==> src/ckd_pkg.sv <==
package ckd_pkg;

    // key count and bus widths
    localparam int NUM_KEYS  = 7;
    localparam int KEY_BUS_W = ((NUM_KEYS + 7) / 8) * 8;

    localparam logic [NUM_KEYS-1:0] KEY_ALL_RELEASED = {NUM_KEYS{1'b1}};

    // repeat timer codes
    localparam logic [7:0] REP_READY   = 8'd0;
    localparam logic [7:0] REP_SENT    = 8'd1;
    localparam logic [7:0] REP_TIMEOUT = 8'd2;

    // configuration reset values
    localparam logic [7:0] DEBOUNCE_MS_RESET  = 8'd10;
    localparam logic [7:0] HOLD_TICKS_RESET   = 8'd33;
    localparam logic       EARLY_DETECT_RESET = 1'b1;

    // input item kinds
    typedef enum logic [1:0] {
        FUNC_SAMPLE = 2'd0,
        FUNC_MS     = 2'd1,
        FUNC_REPEAT = 2'd2,
        FUNC_NONE   = 2'd3
    } func_t;

    // configuration register indexes
    typedef enum logic [1:0] {
        CFG_DEBOUNCE_MS  = 2'd0,
        CFG_HOLD_TICKS   = 2'd1,
        CFG_EARLY_DETECT = 2'd2,
        CFG_UNUSED       = 2'd3
    } cfg_index_t;

    typedef struct packed {
        logic [7:0] debounce_ms;
        logic [7:0] hold_ticks;
        logic       early_detect;
    } cfg_t;

    typedef struct packed {
        func_t               func;
        logic [NUM_KEYS-1:0] keys;
    } item_t;

    typedef struct packed {
        logic                valid;
        logic [NUM_KEYS-1:0] chord;
        logic                on_hold;
    } result_t;

endpackage

==> src/ckd_in_reg.sv <==
module ckd_in_reg (
    input  logic          clk,
    input  logic          rst_n,
    input  logic          in_valid,
    output logic          in_ready,
    input  ckd_pkg::item_t in_item,
    input  logic          advance,
    output logic          item_valid,
    output ckd_pkg::item_t item
);
    import ckd_pkg::*;

    logic  valid_reg;
    logic  valid_next;
    item_t item_reg;

    // take a new request when empty or when the held one moves on
    assign in_ready = !valid_reg || advance;

    always_comb
    begin
        valid_next = valid_reg;
        if (in_ready)
        begin
            valid_next = in_valid;
        end
    end

    always_ff @(posedge clk or negedge rst_n)
    begin
        if (!rst_n)
        begin
            valid_reg <= 1'b0;
        end
        else
        begin
            valid_reg <= valid_next;
        end
    end

    // payload holds no reset
    always_ff @(posedge clk)
    begin
        if (in_ready && in_valid)
        begin
            item_reg <= in_item;
        end
    end

    assign item_valid = valid_reg;
    assign item       = item_reg;

endmodule

==> src/ckd_engine.sv <==
module ckd_engine (
    input  logic            clk,
    input  logic            rst_n,
    input  logic            step,
    input  ckd_pkg::item_t  item,
    input  ckd_pkg::cfg_t   cfg,
    output ckd_pkg::result_t result
);
    import ckd_pkg::*;

    logic [NUM_KEYS-1:0] last_sample_reg,  last_sample_next;
    logic [7:0]          debounce_reg,     debounce_next;
    logic [NUM_KEYS-1:0] latched_reg,      latched_next;
    logic                adding_reg,       adding_next;
    logic [7:0]          repeat_reg,       repeat_next;

    logic [NUM_KEYS-1:0] d;
    logic                press;
    logic                release_any;
    logic                fire;

    assign d           = item.keys;
    assign press       = |(latched_reg & ~d);
    assign release_any = |(~latched_reg & d);
    assign fire        = cfg.early_detect ? adding_reg : (d == KEY_ALL_RELEASED);

    // one item updates the chord state and may produce one result
    always_comb
    begin
        last_sample_next = last_sample_reg;
        debounce_next    = debounce_reg;
        latched_next     = latched_reg;
        adding_next      = adding_reg;
        repeat_next      = repeat_reg;
        result.valid     = 1'b0;
        result.chord     = ~latched_reg;
        result.on_hold   = 1'b0;

        unique case (item.func)
            FUNC_SAMPLE:
            begin
                if (d != last_sample_reg)
                begin
                    if (debounce_reg == 8'd0)
                    begin
                        debounce_next = cfg.debounce_ms;
                    end
                    else if (debounce_reg == 8'd1)
                    begin
                        // debounced change accepted
                        last_sample_next = d;
                        debounce_next    = 8'd0;
                        if (press)
                        begin
                            adding_next  = 1'b1;
                            latched_next = latched_reg & d;
                            repeat_next  = cfg.hold_ticks;
                        end
                        else if (release_any)
                        begin
                            if (fire)
                            begin
                                result.valid = (repeat_reg != REP_SENT);
                                latched_next = d;
                                adding_next  = 1'b0;
                            end
                            repeat_next = REP_READY;
                            if (cfg.early_detect)
                            begin
                                latched_next = d;
                            end
                        end
                    end
                end
                else if (repeat_reg == REP_TIMEOUT)
                begin
                    // hold timeout reports once
                    result.valid   = adding_reg;
                    result.on_hold = 1'b1;
                    repeat_next    = REP_SENT;
                end
            end
            FUNC_MS:
            begin
                if (debounce_reg > 8'd1)
                begin
                    debounce_next = debounce_reg - 8'd1;
                end
            end
            FUNC_REPEAT:
            begin
                if (repeat_reg > REP_TIMEOUT)
                begin
                    repeat_next = repeat_reg - 8'd1;
                end
            end
            default:
            begin
            end
        endcase

        if (!step)
        begin
            result.valid = 1'b0;
        end
    end

    always_ff @(posedge clk or negedge rst_n)
    begin
        if (!rst_n)
        begin
            last_sample_reg <= KEY_ALL_RELEASED;
            debounce_reg    <= 8'd0;
            latched_reg     <= KEY_ALL_RELEASED;
            adding_reg      <= 1'b0;
            repeat_reg      <= REP_READY;
        end
        else if (step)
        begin
            last_sample_reg <= last_sample_next;
            debounce_reg    <= debounce_next;
            latched_reg     <= latched_next;
            adding_reg      <= adding_next;
            repeat_reg      <= repeat_next;
        end
    end

endmodule

==> src/ckd_out_reg.sv <==
module ckd_out_reg (
    input  logic             clk,
    input  logic             rst_n,
    input  logic             step,
    input  ckd_pkg::result_t result,
    output logic             space,
    output logic             out_valid,
    input  logic             out_ready,
    output logic [ckd_pkg::NUM_KEYS-1:0] out_chord,
    output logic             out_on_hold
);
    import ckd_pkg::*;

    logic                valid_reg;
    logic                valid_next;
    logic [NUM_KEYS-1:0] chord_reg;
    logic                on_hold_reg;

    // room for a new result when empty or being taken
    assign space = !valid_reg || out_ready;

    always_comb
    begin
        valid_next = valid_reg;
        if (step)
        begin
            valid_next = result.valid;
        end
        else if (out_ready)
        begin
            valid_next = 1'b0;
        end
    end

    always_ff @(posedge clk or negedge rst_n)
    begin
        if (!rst_n)
        begin
            valid_reg <= 1'b0;
        end
        else
        begin
            valid_reg <= valid_next;
        end
    end

    always_ff @(posedge clk)
    begin
        if (step && result.valid)
        begin
            chord_reg   <= result.chord;
            on_hold_reg <= result.on_hold;
        end
    end

    assign out_valid   = valid_reg;
    assign out_chord   = chord_reg;
    assign out_on_hold = on_hold_reg;

endmodule

==> src/chord_key_detector.sv <==
// Chord key detector: debounces seven active-low keys, latches every key
// pressed during a chord and reports the chord (pressed keys as ones) on
// release, on the first release or on full release as early_detect selects,
// or once with the hold flag when a chord is held until the repeat timer
// expires. An input request carries its kind in s_tuser (0 key sample,
// 1 millisecond tick, 2 repeat tick, 3 ignored) and the key levels in
// s_tdata. The block takes one request every clock cycle while the result
// register has room or the master side accepts; each request is held in
// the input register and its result is registered in the result register
// before it appears on the master side. Requests that cause no result
// produce nothing on the master side. Configuration writes are taken at any
// time and are meant for when the block is idle.
module chord_key_detector (
    input  logic                          clk,
    input  logic                          rst_n,
    // key requests
    input  logic                          s_tvalid,
    output logic                          s_tready,
    input  logic [ckd_pkg::KEY_BUS_W-1:0] s_tdata,   // [6:0] keys, rest zero
    input  logic [1:0]                    s_tuser,   // [1:0] func
    // chord results
    output logic                          m_tvalid,
    input  logic                          m_tready,
    output logic [ckd_pkg::KEY_BUS_W-1:0] m_tdata,   // [6:0] chord, rest zero
    output logic                          m_tuser,   // [0] on_hold
    // configuration writes
    input  logic                          cfg_valid,
    output logic                          cfg_ready,
    input  logic [1:0]                    cfg_index,
    input  logic [7:0]                    cfg_data
);
    import ckd_pkg::*;

    cfg_t    cfg_reg;
    cfg_t    cfg_next;
    item_t   in_item;
    item_t   item;
    result_t result;
    logic    item_valid;
    logic    space;
    logic    step;
    logic [NUM_KEYS-1:0] out_chord;

    // configuration registers
    assign cfg_ready = 1'b1;

    always_comb
    begin
        cfg_next = cfg_reg;
        if (cfg_valid)
        begin
            unique case (cfg_index_t'(cfg_index))
                CFG_DEBOUNCE_MS:  cfg_next.debounce_ms  = cfg_data;
                CFG_HOLD_TICKS:   cfg_next.hold_ticks   = cfg_data;
                CFG_EARLY_DETECT: cfg_next.early_detect = cfg_data[0];
                default:
                begin
                end
            endcase
        end
    end

    always_ff @(posedge clk or negedge rst_n)
    begin
        if (!rst_n)
        begin
            cfg_reg.debounce_ms  <= DEBOUNCE_MS_RESET;
            cfg_reg.hold_ticks   <= HOLD_TICKS_RESET;
            cfg_reg.early_detect <= EARLY_DETECT_RESET;
        end
        else
        begin
            cfg_reg <= cfg_next;
        end
    end

    // unpack the request
    assign in_item.func = func_t'(s_tuser);
    assign in_item.keys = s_tdata[NUM_KEYS-1:0];

    // an item moves on when the result register has room
    assign step = item_valid && space;

    ckd_in_reg u_in_reg (
        .clk        (clk),
        .rst_n      (rst_n),
        .in_valid   (s_tvalid),
        .in_ready   (s_tready),
        .in_item    (in_item),
        .advance    (step),
        .item_valid (item_valid),
        .item       (item)
    );

    ckd_engine u_engine (
        .clk    (clk),
        .rst_n  (rst_n),
        .step   (step),
        .item   (item),
        .cfg    (cfg_reg),
        .result (result)
    );

    ckd_out_reg u_out_reg (
        .clk         (clk),
        .rst_n       (rst_n),
        .step        (step),
        .result      (result),
        .space       (space),
        .out_valid   (m_tvalid),
        .out_ready   (m_tready),
        .out_chord   (out_chord),
        .out_on_hold (m_tuser)
    );

    assign m_tdata = {{(KEY_BUS_W-NUM_KEYS){1'b0}}, out_chord};

endmodule
==> config.mk <==
export PLATFORM = sky130hd
export DESIGN_NAME = chord_key_detector
export DESIGN_NICKNAME = d
export VERILOG_FILES = /design/src/ckd_pkg.sv /design/src/ckd_in_reg.sv /design/src/ckd_engine.sv /design/src/ckd_out_reg.sv /design/src/chord_key_detector.sv
export SDC_FILE = /design/constraint.sdc
export NUM_CORES = 1
export LEC_CHECK = 0
export BUFFER_PORTS_ARGS = -buffer_cell sky130_fd_sc_hd__buf_4
export CORE_MARGIN = 2
export CORE_UTILIZATION = 60
export CTS_CLUSTER_DIAMETER = 120
export DETAILED_ROUTE_END_ITERATION = 10
export GPL_ROUTABILITY_DRIVEN = 0
export HOLD_SLACK_MARGIN = 0.02
export PLACE_DENSITY = 0.81
export SKIP_CTS_REPAIR_TIMING = 1
export SYNTH_ARGS = -nofsm -noshare
export SYNTH_HDL_FRONTEND = slang
export SYNTH_SLANG_ARGS = --single-unit
==> constraint.sdc <==
create_clock -name clk -period 3.85 [get_ports clk]
set_clock_uncertainty 0.2 [all_clocks]
set_input_delay 0.77 -clock clk [delete_from_list [all_inputs] [get_ports clk]]
set_output_delay 0.77 -clock clk [all_outputs]
set_load 0.02 [all_outputs]
# Yosys cells after proc, flatten, opt, wreduce, memory -nomap -nowiden
# Index checks and enable logic that the tools add are counted.
[classes] add_sub_neg=2 n_lt_le_gt_ge=2 eq_ne=17 n_mux=33 n_bitwise=7 n_reduce_logical=27
[ops] op="8-bit two-way mux" n=11
[ops] op="8-bit one-hot mux with 2 select lines" n=2
[ops] op="7-bit two-way mux" n=4
[ops] op="7-bit AND" n=3
[ops] op="7-bit AND reduction" n=3
[ops] op="1-bit two-way mux" n=16
[ops] op="8-bit by 1-bit subtractor with 8-bit output, second input constant" n=2
[ops] op="7-bit inverter" n=2
[ops] op="7-bit OR reduction" n=2
[ops] op="5-bit AND reduction" n=2
[ops] op="2-bit nonzero test" n=5
[ops] op="8-bit by 1-bit equality test with 1-bit output, second input constant" n=1
[ops] op="8-bit by 2-bit equality test with 1-bit output, second input constant" n=1
[ops] op="8-bit by 1-bit > comparator with 1-bit output, second input constant" n=1
[ops] op="8-bit by 2-bit > comparator with 1-bit output, second input constant" n=1
[ops] op="8-bit zero test" n=1
[ops] op="8-bit by 1-bit inequality test with 1-bit output, second input constant" n=1
[ops] op="7-bit equality test, second input constant" n=1
[ops] op="7-bit inequality test" n=1
[ops] op="2-bit by 1-bit inequality test with 1-bit output, second input constant" n=3
[ops] op="3-bit by 1-bit inequality test with 1-bit output, second input constant" n=2
[ops] op="3-bit inequality test, second input constant" n=2
[ops] op="2-bit AND reduction" n=3
[ops] op="2-bit by 1-bit equality test with 1-bit output, second input constant" n=2
[ops] op="other kinds (9)" n=16
[totals] register_bits=67 in_bits=25 out_inout_bits=12 elab_cells=102

# Depth between registers and ports, before layout
# Gate-level depths: netlist of run 1.
[logic_depth] word_depth=11 mapped_depth=8 depth_no_buf=7

# Modules after synthesis
# A second synthesis of run 1 with hierarchy kept.
[unflattened] cells_unflattened=284 hier_area_um2=3342.0
[by_module_without_submodules] module="ckd_engine" n_inst=1 cells_each=217 area_each_um2=2033.2 seq_area_each_um2=793.3
[by_module_without_submodules] module="chord_key_detector" n_inst=1 cells_each=42 area_each_um2=689.4 seq_area_each_um2=431.7
[by_module_without_submodules] module="ckd_in_reg" n_inst=1 cells_each=13 area_each_um2=324.1 seq_area_each_um2=295.3
[by_module_without_submodules] module="ckd_out_reg" n_inst=1 cells_each=12 area_each_um2=295.3 seq_area_each_um2=265.3

# Worst setup path before layout of run 1
# OpenSTA, ideal clock, no wires.
[synth_timing] kind="register -> register" start="register u_engine.debounce_reg[4]" end="register u_out_reg.chord_reg[0], in the netlist u_out_reg.out_chord[0] (enable)" setup_ns=0.334 arrival_ns=2.083 required_time_ns=3.316 slack_ns=1.233 stages_incl_launch_ff=7 cell_sequence="dfrtp_1 -> or3_4 -> or4_4 -> buf_6 -> nor4_1 -> nand4_1 -> a2bb2o_1"
[synth_between] elab_chain_cells=7 elab_cells_between_ends=8
[synth_rtl] element="start: declaration" line_no="ckd_engine.sv:12" rtl="logic [7:0] debounce_reg, debounce_next;"
[synth_rtl] element="start signal: assignment" line_no="ckd_engine.sv:121" rtl="debounce_reg <= debounce_next;"
[synth_rtl] element="8-bit by 1-bit equality test with 1-bit output" line_no="ckd_engine.sv:48" rtl="else if (debounce_reg == 8'd1)"
[synth_rtl] element="1-bit two-way mux" line_no="ckd_engine.sv:48"
[synth_rtl] element="1-bit two-way mux (*)" line_no="ckd_engine.sv:44" rtl="if (debounce_reg == 8'd0)"
[synth_rtl] element="1-bit two-way mux (*)" line_no="ckd_engine.sv:42" rtl="if (d != last_sample_reg)"
[synth_rtl] element="1-bit two-way mux (*)" line_no="ckd_engine.sv:39" rtl="unique case (item.func)"
[synth_rtl] element="1-bit two-way mux (*)" line_no="ckd_engine.sv:102" rtl="if (!step)"
[synth_rtl] element="1-bit logical AND (*)" line_no="ckd_out_reg.sv:49" rtl="if (step && result.valid)"
[synth_rtl] element="end signal: assignment" line_no="ckd_out_reg.sv:51" rtl="chord_reg <= result.chord;"
[synth_rtl] element="end: declaration" line_no="ckd_out_reg.sv:16" rtl="logic [NUM_KEYS-1:0] chord_reg;"
# Mark *: on every way between the ends. The rest lies on a longest branch, timed or not.
# A chain may end at the register's enable or synchronous reset.

# Worst setup path in the final report of run 1
[layout_timing] start="register u_engine.debounce_reg[4]" end="register u_out_reg.chord_reg[2], in the netlist u_out_reg.out_chord[2] (enable)"
# Same word-level chain as after synthesis.

==> results of run 1 <==
-- area by class of cell --
cell class | instances | area (µm²) | area share (%)
clock buffer | 15 | 186 | 4.86
clock inverter | 1 | 5.00 | 0.130
inverter | 21 | 78.8 | 2.05
multi-input combinational | 191 | 1440 | 37.5
sequential | 67 | 1790 | 46.5
tap | 72 | 90.1 | 2.35
timing repair buffer | 34 | 255 | 6.65
-- worst paths after layout --
path / startpoint / endpoint / depth (start not counted)
setup / recovery: u_engine.debounce_reg[4]$_DFFE_PN0P_ / u_out_reg.out_chord[2]$_DFFE_PP_ / 5
hold / removal: rst_n / u_engine.repeat_reg[3]$_DFFE_PN0P_ / 1
setup reg to reg: u_engine.debounce_reg[4]$_DFFE_PN0P_ / u_out_reg.out_chord[2]$_DFFE_PP_ / 5
hold reg to reg: u_engine.debounce_reg[6]$_DFFE_PN0P_ / u_engine.debounce_reg[6]$_DFFE_PN0P_ / 2
max in group asynchronous: rst_n / cfg_reg[11]$_DFFE_PN0P_ / 1
min in group clk: u_engine.debounce_reg[6]$_DFFE_PN0P_ / u_engine.debounce_reg[6]$_DFFE_PN0P_ / 2
-- synthesized netlist by cell type (3+ instances only) --
cell type / count / area, µm²
sky130_fd_sc_hd__nand3b_1: 3 / 22.5
sky130_fd_sc_hd__xor2_1: 7 / 61.3
sky130_fd_sc_hd__a32oi_1: 3 / 26.3
sky130_fd_sc_hd__a21oi_1: 15 / 75.1
sky130_fd_sc_hd__mux2_2: 24 / 270
sky130_fd_sc_hd__o22ai_1: 7 / 43.8
sky130_fd_sc_hd__nand3_1: 4 / 20.0
sky130_fd_sc_hd__inv_1: 21 / 78.8
sky130_fd_sc_hd__o21a_1: 3 / 22.5
sky130_fd_sc_hd__a22oi_1: 3 / 22.5
sky130_fd_sc_hd__buf_1: 3 / 11.3
sky130_fd_sc_hd__nor2_1: 19 / 71.3
sky130_fd_sc_hd__dfrtp_1: 31 / 776
sky130_fd_sc_hd__o21ai_0: 9 / 45.0
sky130_fd_sc_hd__nor3_1: 8 / 40.0
sky130_fd_sc_hd__nand4_1: 3 / 18.8
sky130_fd_sc_hd__ha_1: 6 / 75.1
sky130_fd_sc_hd__dfstp_2: 19 / 499
sky130_fd_sc_hd__nand2_1: 9 / 33.8
sky130_fd_sc_hd__edfxtp_1: 17 / 510
sky130_fd_sc_hd__nand2b_1: 11 / 68.8
sky130_fd_sc_hd__o22a_1: 7 / 61.3
sky130_fd_sc_hd__a211oi_1: 8 / 60.1
sky130_fd_sc_hd__a221oi_1: 3 / 26.3
-- layout by cell type (no fill, tap or decap), types with 11 or more instances in the layout --
master and count:
sky130_fd_sc_hd__buf_4 34, sky130_fd_sc_hd__dfrtp_1 31, sky130_fd_sc_hd__mux2_2 24, sky130_fd_sc_hd__inv_1 21, sky130_fd_sc_hd__nor2_1 19, sky130_fd_sc_hd__dfstp_2 19
sky130_fd_sc_hd__edfxtp_1 17, sky130_fd_sc_hd__a21oi_1 15, sky130_fd_sc_hd__clkbuf_8 13, sky130_fd_sc_hd__nand2b_1 11
-- routing by layer --
metal / GRT usage, % / up-vias
met5: 0 / -
met1: 32.2 / 1162
li1: - / 1134
met4: 11.8 / 0
met2: 36.9 / 77
met3: 5.57 / 17
-- metrics by stage --
stage	utilization, %	power (µW)	setup slack (ns)
6_report	70.6	2440	0.967
4_1_cts	70.6	2440	0.968
3_3_place_gp	67.1	1830	1.07
3_5_place_dp	67.1	1880	0.960
2_1_floorplan	-	1700	1.23
5_1_grt	70.6	2590	0.814
-- where the power goes --
part / internal [µW] / switching [µW] / total, µW
registers: 942 / 140 / 1080
logic: 343 / 462 / 805
clock network: 304 / 250 / 554
-- worst max-delay path, stage by stage, from the launching register on --
cell	delay, ns
sky130_fd_sc_hd__dfrtp_1	0.44
sky130_fd_sc_hd__or3_4	0.43
sky130_fd_sc_hd__or4_4	0.50
sky130_fd_sc_hd__nor4_1	0.26
sky130_fd_sc_hd__nand4_1	0.20
sky130_fd_sc_hd__a2bb2o_1	0.52
-- cells by family (layout without fill, tap and decap cells) --
kind of cell	after synthesis	in the layout	share of synthesized area, %
flip-flops	67	67	53.3
AO/OA/AOI/OAI	76	76	16.9
AND/OR/NAND/NOR	75	75	13.2
XOR/XNOR	7	7	1.83
buffers and inverters	28	71	3.81
other	2	2	0.224
adder cells (fa/ha/maj)	6	6	2.24
multiplexers	25	25	8.51
==> impl_metrics.sql, run 1 <==
INSERT INTO impl_metrics (metric_group, metric, value, unit) VALUES
('outcome', 'run_status', 'completed', ''),
('timing', 'maxClockFrequency', '0.347', 'GHz'),
('route', 'detailroute.wirelength.met2', '3140', 'µm'),
('timing', 'final-max-slew-violation-count', '0', ''),
('route', 'wirelength', '6760', 'µm'),
('die', 'pin_count', '37', ''),
('setup_path', 'data_arrival_critical_path', '2.70', 'ns'),
('final_layout', 'final_net_count', '355', ''),
('route', 'met3_length', '376', 'µm'),
('setup_path', 'worst_reg2reg_setup_slack', '0.97', 'ns'),
('logic_synthesis', 'seq_area_frac_synth', '53.3', '%'),
('route', 'routedLengthMet1', '3070', 'µm'),
('timing', 'layout_worst_path_cycle_share', '74.9', '%'),
('logic_synthesis', 'synth_warnings', '0', ''),
('logic_synthesis', 'synth-async-reset-ratio', '74.6', '%'),
('timing', 'hold_viol', '0', ''),
('route', 'drt_pre_antenna_iters', '4', ''),
('pwr', 'power_per_cell_area', '636', 'mW/mm²'),
('pwr', 'power_leakage', '0.00156', 'µW'),
('die', 'initial_core_util', '61.6', '%'),
('job', 'maxCapViolations', '0', ''),
('timing', 'setup-violations-final', '0', ''),
('cts', 'clk-insertion-delay-late', '0.35', 'ns'),
('timing', 'worst_pin_slew', '0.856', 'ns'),
('cts', 'numCtsBuffers', '9', ''),
('route', 'routedWlPerCell', '16.9', 'µm'),
('route', 'viasPerCell', '5.96', ''),
('final_layout', 'final_cells', '401', ''),
('final_layout', 'layout.cell_area.non_filler', '0.00384', 'mm²'),
('logic_synthesis', 'synth.net_count', '317', ''),
('global_routing', 'first_global_vias', '2376', ''),
('logic_synthesis', 'synth-main-ff-cell', 'sky130_fd_sc_hd__dfrtp_1', ''),
('global_routing', 'grt_overflow_total', '0', ''),
('global_routing', 'grt_usage', '24.0', '%'),
('final_layout', 'largest_reg_flops', '17', ''),
('global_routing', 'wire_length_of_the_first_global_routing_pass', '11200', 'µm'),
('logic_synthesis', 'area_of_the_mapped_netlist', '0.00335', 'mm²'),
('route', 'final_antenna_net_count', '0', ''),
('timing', 'setup_total_negative_slack', '0', 'ns'),
('die', 'floorplan.core_area', '0.00544', 'mm²'),
('setup_path', 'type_of_the_worst_setup_path', 'reg2reg', ''),
('final_layout', 'flow.area_growth_from_synthesis', '14.6', '%'),
('setup_path', 'critPathCaptureType', 'register', ''),
('pwr', 'power.ir.vdd_worst', '376', 'µV'),
('route', 'detailedRoute.firstIterationViolations', '204', ''),
('final_layout', 'diodes', '0', ''),
('final_layout', 'nFillCells', '390', ''),
('timing', 'worst_slew_margin_rel', '42.5', '%'),
('place', 'dp_area', '0.00365', 'mm²'),
('logic_synthesis', 'ys_seq_elements', '67', ''),
('cts', 'clk_pin_slew_worst_paths', '0.07', 'ns'),
('die', 'die_height', '78.7', 'µm'),
('die', 'die_area', '0.00620', 'mm²'),
('timing', 'min_period', '2.88', 'ns'),
('cts', 'htree_num_levels', '3', ''),
('cts', 'clock_tree.root_cell', 'sky130_fd_sc_hd__clkbuf_8', ''),
('logic_synthesis', 'number_of_synthesized_flops_with_an_enable_pin', '17', ''),
('logic_synthesis', 'synth_cells', '286', ''),
('timing', 'holdWs', '0.247', 'ns'),
('die', 'fp.dieW', '78.7', 'µm'),
('route', 'topRoutingLayerUsed', 'met4', ''),
('die', 'num_rows', '27', ''),
('cts', 'numClockSinks', '67', ''),
('setup_path', 'crit_required', '3.67', 'ns'),
('route', 'drcViolationCount', '0', ''),
('setup_path', 'path_max_fanout', '9', ''),
('final_layout', 'drive_gt1_share', '32.8', '%'),
('route', 'vias', '2390', ''),
('cts', 'tritoncts', 'built', ''),
('hold_path', 'min_path_type', 'in2async', ''),
('global_routing', 'grt_start_max_net_pins', '51', ''),
('place', 'portBuffers', '33', ''),
('global_routing', 'antenna_found_initial', '0', ''),
('cts', 'ctsLongestPathBuffers', '2', ''),
('setup_path', 'critPathLaunchType', 'register', ''),
('logic_synthesis', 'synth.distinct_cells', '58', ''),
('logic_synthesis', 'syn_avg_cell_area', '11.7', 'µm²'),
('place', 'dp.final_hpwl', '4840', 'µm'),
('place', 'dpl.cell_count', '385', ''),
('timing', 'grt_setup_unrepaired', 'no', '');
No activity file was read; power rests on OpenSTA's default activity.
==> run 2, diff against run 1 <==
--- a/config.mk
+++ b/config.mk
@@ -7,12 +7,12 @@
 export LEC_CHECK = 0
 export BUFFER_PORTS_ARGS = -buffer_cell sky130_fd_sc_hd__buf_4
 export CORE_MARGIN = 2
-export CORE_UTILIZATION = 60
+export CORE_UTILIZATION = 58
 export CTS_CLUSTER_DIAMETER = 120
 export DETAILED_ROUTE_END_ITERATION = 10
 export GPL_ROUTABILITY_DRIVEN = 0
 export HOLD_SLACK_MARGIN = 0.02
-export PLACE_DENSITY = 0.81
+export PLACE_DENSITY = 0.79
 export SKIP_CTS_REPAIR_TIMING = 1
 export SYNTH_ARGS = -nofsm -noshare
 export SYNTH_HDL_FRONTEND = slang
==> constraint.sdc (replaced) <==
create_clock -name clk -period 2.8 [get_ports clk]
set_clock_uncertainty 0.2 [all_clocks]
set_input_delay 0.56 -clock clk [delete_from_list [all_inputs] [get_ports clk]]
set_output_delay 0.56 -clock clk [all_outputs]
set_load 0.02 [all_outputs]
==> impl_metrics.sql, run 2 (same netlist as run 1, synthesis figures left out) <==
INSERT INTO impl_metrics (metric_group, metric, value, unit) VALUES
('timing', 'setup-violations-final', '0', ''),
('pwr', 'switching_power', '1200', 'µW'),
('route', 'drcViolationCount', '0', ''),
('global_routing', 'grt_overflow_total', '0', ''),
('global_routing', 'grt_usage', '23.3', '%'),
('timing', 'min_period', '2.60', 'ns'),
('cts', 'clk_pin_slew_worst_paths', '0.08', 'ns'),
('pwr', 'sw_frac_of_total', '36.1', '%'),
('route', 'vias', '2388', ''),
('final_layout', 'final_net_count', '360', ''),
('final_layout', 'layout.cells.most_common', 'sky130_fd_sc_hd__buf_4', ''),
('pwr', 'power_leakage', '0.00157', 'µW'),
('die', 'floorplan.core_area', '0.00554', 'mm²'),
('timing', 'maxClockFrequency', '0.385', 'GHz'),
('timing', 'worst_slack', '0.205', 'ns'),
('cts', 'clock_tree.root_cell', 'sky130_fd_sc_hd__clkbuf_8', ''),
('setup_path', 'critPathLaunchType', 'register', ''),
('setup_path', 'crit_chain', 'or3_4, or4_4, nor3_4, o21ai_2, a21o_4, mux2_4', ''),
('route', 'detailedRoute.firstIterationViolations', '210', ''),
('pwr', 'p_total', '3320', 'µW'),
('setup_path', 'slowest_stage', 'sky130_fd_sc_hd__or4_4', ''),
('die', 'pin_count', '37', ''),
('setup_path', 'data_arrival_critical_path', '2.63', 'ns'),
('die', 'fp.dieW', '80.0', 'µm'),
('setup_path', 'critPathTopFamily', 'simple AND/OR/NAND/NOR gates', ''),
('route', 'viasPerCell', '5.88', ''),
('cts', 'htree_num_levels', '3', ''),
('final_layout', 'flow.area_growth_from_synthesis', '15.4', '%'),
('place', 'dp.final_hpwl', '4670', 'µm'),
('global_routing', 'antenna_found_initial', '0', ''),
('pwr', 'clock_power_share', '21.6', '%'),
('route', 'wirelength', '6480', 'µm'),
('route', 'drt_pre_antenna_iters', '4', ''),
('final_layout', 'nFillCells', '435', ''),
('final_layout', 'layout_common_cells', '39 x sky130_fd_sc_hd__buf_4, 31 x sky130_fd_sc_hd__dfrtp_1, 24 x sky130_fd_sc_hd__mux2_2', ''),
('route', 'routedWlPerCell', '16.0', 'µm'),
('pwr', 'share_comb_of_total_power', '34.0', '%'),
('timing', 'final-max-slew-violation-count', '0', ''),
('job', 'maxCapViolations', '0', ''),
('place', 'portBuffers', '33', ''),
('global_routing', 'grt_start_max_net_pins', '51', ''),
('die', 'die_area', '0.00640', 'mm²'),
('timing', 'grt_setup_unrepaired', 'no', ''),
('outcome', 'run_status', 'completed', ''),
('final_layout', 'diodes', '0', ''),
('die', 'num_rows', '27', ''),
('setup_path', 'critical_path.n_buffers_inverters', '0', ''),
('pwr', 'seq_power_share', '44.4', '%'),
('die', 'die_height', '80.0', 'µm'),
('cts', 'numCtsBuffers', '9', ''),
('setup_path', 'critPathCaptureType', 'register', ''),
('timing', 'worst_slew_margin_rel', '57.8', '%'),
('cts', 'ctsLongestPathBuffers', '2', ''),
('route', 'final_antenna_net_count', '0', ''),
('cts', 'clk-insertion-delay-late', '0.35', 'ns'),
('place', 'post-place-ws', '0.107', 'ns'),
('die', 'initial_core_util', '60.5', '%'),
('setup_path', 'type_of_the_worst_setup_path', 'reg2reg', ''),
('setup_path', 'crit_required', '2.84', 'ns'),
('cts', 'numClockSinks', '67', ''),
('timing', 'setup_total_negative_slack', '0', 'ns'),
('timing', 'layout_worst_path_cycle_share', '92.7', '%'),
('pwr', 'power_per_cell_area', '859', 'mW/mm²'),
('global_routing', 'first_global_vias', '2325', ''),
('final_layout', 'drive_gt1_share', '34.7', '%'),
('global_routing', 'wire_length_of_the_first_global_routing_pass', '11200', 'µm'),
('pwr', 'p_int', '2120', 'µW'),
('hold_path', 'min_path_type', 'in2async', ''),
('setup_path', 'max_stage_delay', '0.50', 'ns'),
('setup_path', 'path_max_fanout', '8', ''),
('timing', 'hold_viol', '0', ''),
('final_layout', 'largest_reg_flops', '17', ''),
('cts', 'tritoncts', 'built', ''),
('timing', 'worst_pin_slew', '0.633', 'ns'),
('pwr', 'power.ir.vdd_worst', '483', 'µV');
==> run 2: through the flow <==
| step | area, µm² | hold WS (ns) | utilization (%) | cells |
|---|---|---|---|---|
| 6_report | 3870 | 0.0310 | 69.8 | 406 |
| 3_3_place_gp | 3690 | 0.295 | 66.5 | 390 |
| 5_1_grt | 3870 | 0.0679 | 69.8 | 406 |
| 4_1_cts | 3860 | 0.0409 | 69.7 | 406 |
| 3_5_place_dp | 3690 | 0.299 | 66.5 | 390 |
| 2_1_floorplan | 3350 | 0.0644 | - | 286 |
==> run 2: routing by layer <==
metal	up-vias	wire length [µm]	global-route usage, %
met5	-	0	0
met4	0	123	8.47
met3	12	357	7.13
met2	66	2940	33.9
met1	1171	3050	33.1
li1	1139	-	-
==> run 2: cell type report <==
class                           count  area, µm²  share of cell area, %
Multi-Input combinational cell    191       1450                   37.4
Tap cell                           72       90.1                   2.33
Sequential cell                    67       1790                   46.2
Inverter                           21       78.8                   2.04
Clock buffer                       10        128                   3.30
Timing Repair Buffer               39        293                   7.57
Clock inverter                      6       47.5                   1.23
==> run 2: path summary, 6_finish.rpt <==
path,startpoint,to,slack (ns),cells after the start
worst max-delay path,u_engine.debounce_reg[5]$_DFFE_PN0P_,u_engine.repeat_reg[1]$_DFFE_PN0P_,0.20,6
worst min-delay path,rst_n,u_engine.repeat_reg[2]$_DFFE_PN0P_,0.03,1
worst max register to register,u_engine.debounce_reg[5]$_DFFE_PN0P_,u_engine.repeat_reg[1]$_DFFE_PN0P_,0.20,6
worst min register to register,cfg_reg[9]$_DFFE_PN0P_,cfg_reg[9]$_DFFE_PN0P_,0.31,1
max in group asynchronous,rst_n,u_out_reg.out_valid$_DFFE_PN0P_,1.94,1
min in group clk,s_tdata[5],u_in_reg.item[5]$_DFFE_PP_,0.18,1
==> run 2: power groups by stage <==
| stage | Sequential (µW) | Clock [µW] | Combinational [µW] |
|---|---|---|---|
| final | 1480 | 720 | 1130 |
| after global routing | 1510 | 781 | 1270 |
| after CTS | 1470 | 736 | 1120 |
| after detailed placement | 1490 | 0 | 1110 |
| after global placement | 1480 | 0 | 1070 |
| after floorplan | 1440 | 0 | 893 |
